`config.mk`:
```
export PLATFORM = sky130hd
export DESIGN_NAME = lewr_ram
export DESIGN_NICKNAME = d
export VERILOG_FILES = /design/src/rtl/assert_macros.svh /design/src/rtl/lewr_ram.sv
export SDC_FILE = /design/constraint.sdc
export NUM_CORES = 1
export LEC_CHECK = 0
export ABC_CLOCK_PERIOD_IN_PS = 2300
export BUFFER_PORTS_ARGS = -buffer_cell sky130_fd_sc_hd__buf_2
export CORE_ASPECT_RATIO = 1.5
export CORE_UTILIZATION = 29
export CTS_BUF_LIST = sky130_fd_sc_hd__clkbuf_8
export DETAILED_ROUTE_END_ITERATION = 10
export PLACE_DENSITY_LB_ADDON = 0.12
export SETUP_SLACK_MARGIN = 0.15
export SLEW_MARGIN = 30
export SYNTH_ARGS = -nofsm -noshare
export SYNTH_HDL_FRONTEND = slang
export SYNTH_SLANG_ARGS = --single-unit
export TNS_END_PERCENT = 30
```
`constraint.sdc`:
```
create_clock -name clock -period 2.3 [get_ports clock]
set_input_delay 0.23 -clock clock [delete_from_list [all_inputs] [get_ports clock]]
set_output_delay 0.23 -clock clock [all_outputs]
set_load 0.02 [all_outputs]
```
`src/rtl/assert_macros.svh`:
```
// ----------------------------------------------------------------------------
// Assertion macros
// Clocked concurrent assertion helpers shared by the RTL.
// ----------------------------------------------------------------------------
`ifndef ASSERT_MACROS_SVH
`define ASSERT_MACROS_SVH

// property must hold at every clock edge outside reset
`define LEWR_ASSERT(lbl, clk, rst, prop, msg) \
   lbl: assert property (@(posedge clk) disable iff (rst) prop) \
      else $error(msg);

// expression must never be true outside reset
`define LEWR_NEVER(lbl, clk, rst, expr, msg) \
   `LEWR_ASSERT(lbl, clk, rst, !(expr), msg)

`endif

```
`src/rtl/lewr_ram.sv`:
```
// ----------------------------------------------------------------------------
// Generic RAM
// One write port, one read port with registered read data.
// ----------------------------------------------------------------------------
`default_nettype none

module lewr_ram #(
   parameter int WIDTH = 8,
   parameter int DEPTH = 40
) (
   input  wire logic                     clock,
   input  wire logic                     wr_en,
   input  wire logic [$clog2(DEPTH)-1:0] wr_addr,
   input  wire logic [WIDTH-1:0]         wr_data,
   input  wire logic                     rd_en,
   input  wire logic [$clog2(DEPTH)-1:0] rd_addr,
   output      logic [WIDTH-1:0]         rd_data
);

   logic [WIDTH-1:0] mem [DEPTH];

   always_ff @(posedge clock) begin
      if (wr_en) begin
         mem[wr_addr] <= wr_data;
      end
      if (rd_en) begin
         rd_data <= mem[rd_addr];
      end
   end

endmodule

`default_nettype wire

```
==> summary.txt <==
result of the run: complete, no violations
total detailed-routing wirelength: 32800 um
overall track demand over capacity in global routing: 14.6%
horizontal die dimension: 175 um
Setup Total Neg Slack: 0 ns
insertion delay of the later-clocked pin in the worst-skew pair: 0.59 ns
proportion of netlist area held by the largest area contributor: 75.3%
measured slew at the worst slew-check pin: 0.935 ns
# DRC: 0
synthesized area divided by synthesized cell count: 18.8 um^2
Max Clock Freq: 538 MHz
number of detailed-routing iterations run before antenna repair: 5
worst path arrival time: 2.27 ns
area of the mapped netlist: 0.0131 mm^2
number of max-slew violations in the final report: 0
total number of vias: 6708
max-cap violations: 0
most frequent cells in the layout: 328 x edfxtp_1, 128 x mux2i_1, 64 x buf_4
placeable core area: 0.0442 mm^2
detail-routed net length per standard cell: 22.9 um
Cell Pwr Density: 766 mW/mm^2
row cnt: 94
Placer Congestion: 0.764
number of I/O port buffers: 30
net total in the final layout: 837
summed area of non-filler cells in the final layout: 0.0153 mm^2
antenna violations before repair: 2
CP max-delay cell: a221oi_1
filler cell count in the final layout: 4251
placed inst area: 0.0144 mm^2
cell type with the largest total area after synthesis: edfxtp_1
vias in the first global route: 7180
cell types with the largest area share after synthesis: edfxtp_1 75%, mux2i_1 9.8%, mux4_2 2.8%
minimum clock period after layout: 1.86 ns
share of post-route cells with drive strength above 1: 25.4%
number of sinks handled by clock tree synthesis: 328
critical path's largest stage delay: 0.47 ns
post-synthesis sequential area ratio: 75.3%
CP Launch Type: flop
Final Hold Vio Count: 0
synthesis warning total: 0
Die Footprint: 0.0460 mm^2
crit path cell chain: mux2i_1, a22o_1, a221oi_1, o22ai_1, o41ai_2
net count of the mapped netlist: 719
worst min path class: input port to flop
CTS Root Cell: clkbuf_8
critical path capture point type: flop
maximum number of pins on one net before global-route repair: 41
Iter 0 DRT Violations: 417
highest net fanout along the worst path: 1
I/O pins: 31
RSZ-0062 raised after global routing: false
Setup-failing EPs final: 0
maximum ir drop on the vdd rail: 0.307 mV
Slew Limit Headroom: 37.7%
Yosys reg bits: 328
final worst-path cycle share: 80.8%
TritonCTS buffer count: 50
starting density of the core: 29.6%
class of the most critical setup path: flop to flop
Post-DP HPWL: 21600 um
cell leakage power: 5.27 nW
first-pass GRT wire length: 48300 um
total global routing overflow: 0
Post-DRT Antenna Nets: 0
H-Tree Level Count: 2
CTS clock-pin slew for the worst setup and hold paths: 0.06 ns
Avg Vias per Cell: 4.69
worst clock skew: 0.0261 ns
number of distinct library cell variants in the gate-level netlist after synthesis: 31
die boundary height: 262 um
Critical Path RT: 2.71 ns
Synth Flop Type: edfxtp_1
number of enable flip-flop cells after synthesis: 328
maximum root-to-sink buffer count: 3
leading cell type in the layout, fill and taps excluded: edfxtp_1
fraction of registers with async set or reset after synthesis: 0%
synthesis-to-finish area growth: 17.0%
clock tree from TritonCTS: built
Mapped Cells: 696
## cells in the mapped netlist (4+ instances only)
library cell	number
a21oi_1	16
nand3_1	4
o41ai_2	8
nor2b_1	5
clkbuf_1	13
nor2_1	41
a221oi_2	12
a22o_1	16
a22oi_1	32
mux2_2	8
o22ai_1	8
mux4_2	16
mux2i_1	128
edfxtp_1	328
nand2b_1	5
nand2_1	15
buf_4	11
a221oi_1	4
buf_6	4
buf_2	6
## area by class of cell
cell class | instances | area (um^2) | area share [%]
timing repair buffer | 107 | 890 | 5.81
sequential | 328 | 9850 | 64.4
tap | 576 | 721 | 4.71
multi-input combinational | 327 | 2950 | 19.3
antenna | 1 | 2.50 | 0.0164
clock inverter | 39 | 160 | 1.05
clock buffer | 53 | 729 | 4.77
## final timing paths
| path | start | end | slack, ns | depth (start not counted) |
|---|---|---|---|---|
| setup / recovery | mem[4][0] | rd_data[0] | 0.44 | 5 |
| hold / removal | rd_addr[5] | rd_data[6] | 0.24 | 3 |
| setup reg to reg | mem[4][0] | rd_data[0] | 0.44 | 5 |
| hold reg to reg | mem[36][7] | rd_data[7] | 0.91 | 4 |
## worst max-delay path, delay by kind of cell, from the launching register on
kind           cells  cell delay (ns)
flip-flops         1             0.33
multiplexers       1             0.06
AO/OA/AOI/OAI      4             1.30
## per-stage QoR
| stage | total power, mW | worst slack (ns) | hold WS, ns | cells | utilization (%) |
|---|---|---|---|---|---|
| 6_report | 11.7 | 0.442 | 0.235 | 1431 | 34.6 |
| 4_1_cts | 11.9 | 0.423 | 0.194 | 1430 | 34.6 |
| 5_1_grt | 12.2 | 0.365 | 0.234 | 1431 | 34.6 |
| 3_5_place_dp | 7.56 | 0.0568 | 0.603 | 1337 | 32.6 |
| 3_3_place_gp | 7.55 | 0.0491 | 0.610 | 1337 | 32.6 |
| 2_1_floorplan | 7.19 | 0.596 | 0.329 | 696 | - |
## registers in the layout, summed over array words and instances (netlist names)
signal,cells
rd_data,8
mem,320
## routing by layer
layer / up-vias / GRT usage [%] / share of wire (%)
li1: 3059 / - / -
met1: 3427 / 17.3 / 40
met2: 169 / 26.6 / 53
met3: 51 / 2.71 / 4.4
met4: 2 / 4.76 / 2.2
met5: - / 0 / 0.037
## where the power goes
group / total [mW] / switching, mW / internal, mW
clock: 4.32 / 2.19 / 2.13
sequential: 6.65 / 0.0148 / 6.64
combinational: 0.759 / 0.472 / 0.286
## what timing repair did
action | in CTS | in global routing
gates resized for setup | 0 | 0
buffers inserted | 0 | 0
endpoints found under the hold margin | 8 | 0
hold buffers | 1 | 0
## cell families after synthesis
kind of cell,share of synthesized area (%)
multiplexers,13.2
AND/OR/NAND/NOR,2.71
AO/OA/AOI/OAI,6.55
flip-flops,75.3
buffers and inverters,2.16
No activity file was read; power rests on OpenSTA's default activity.
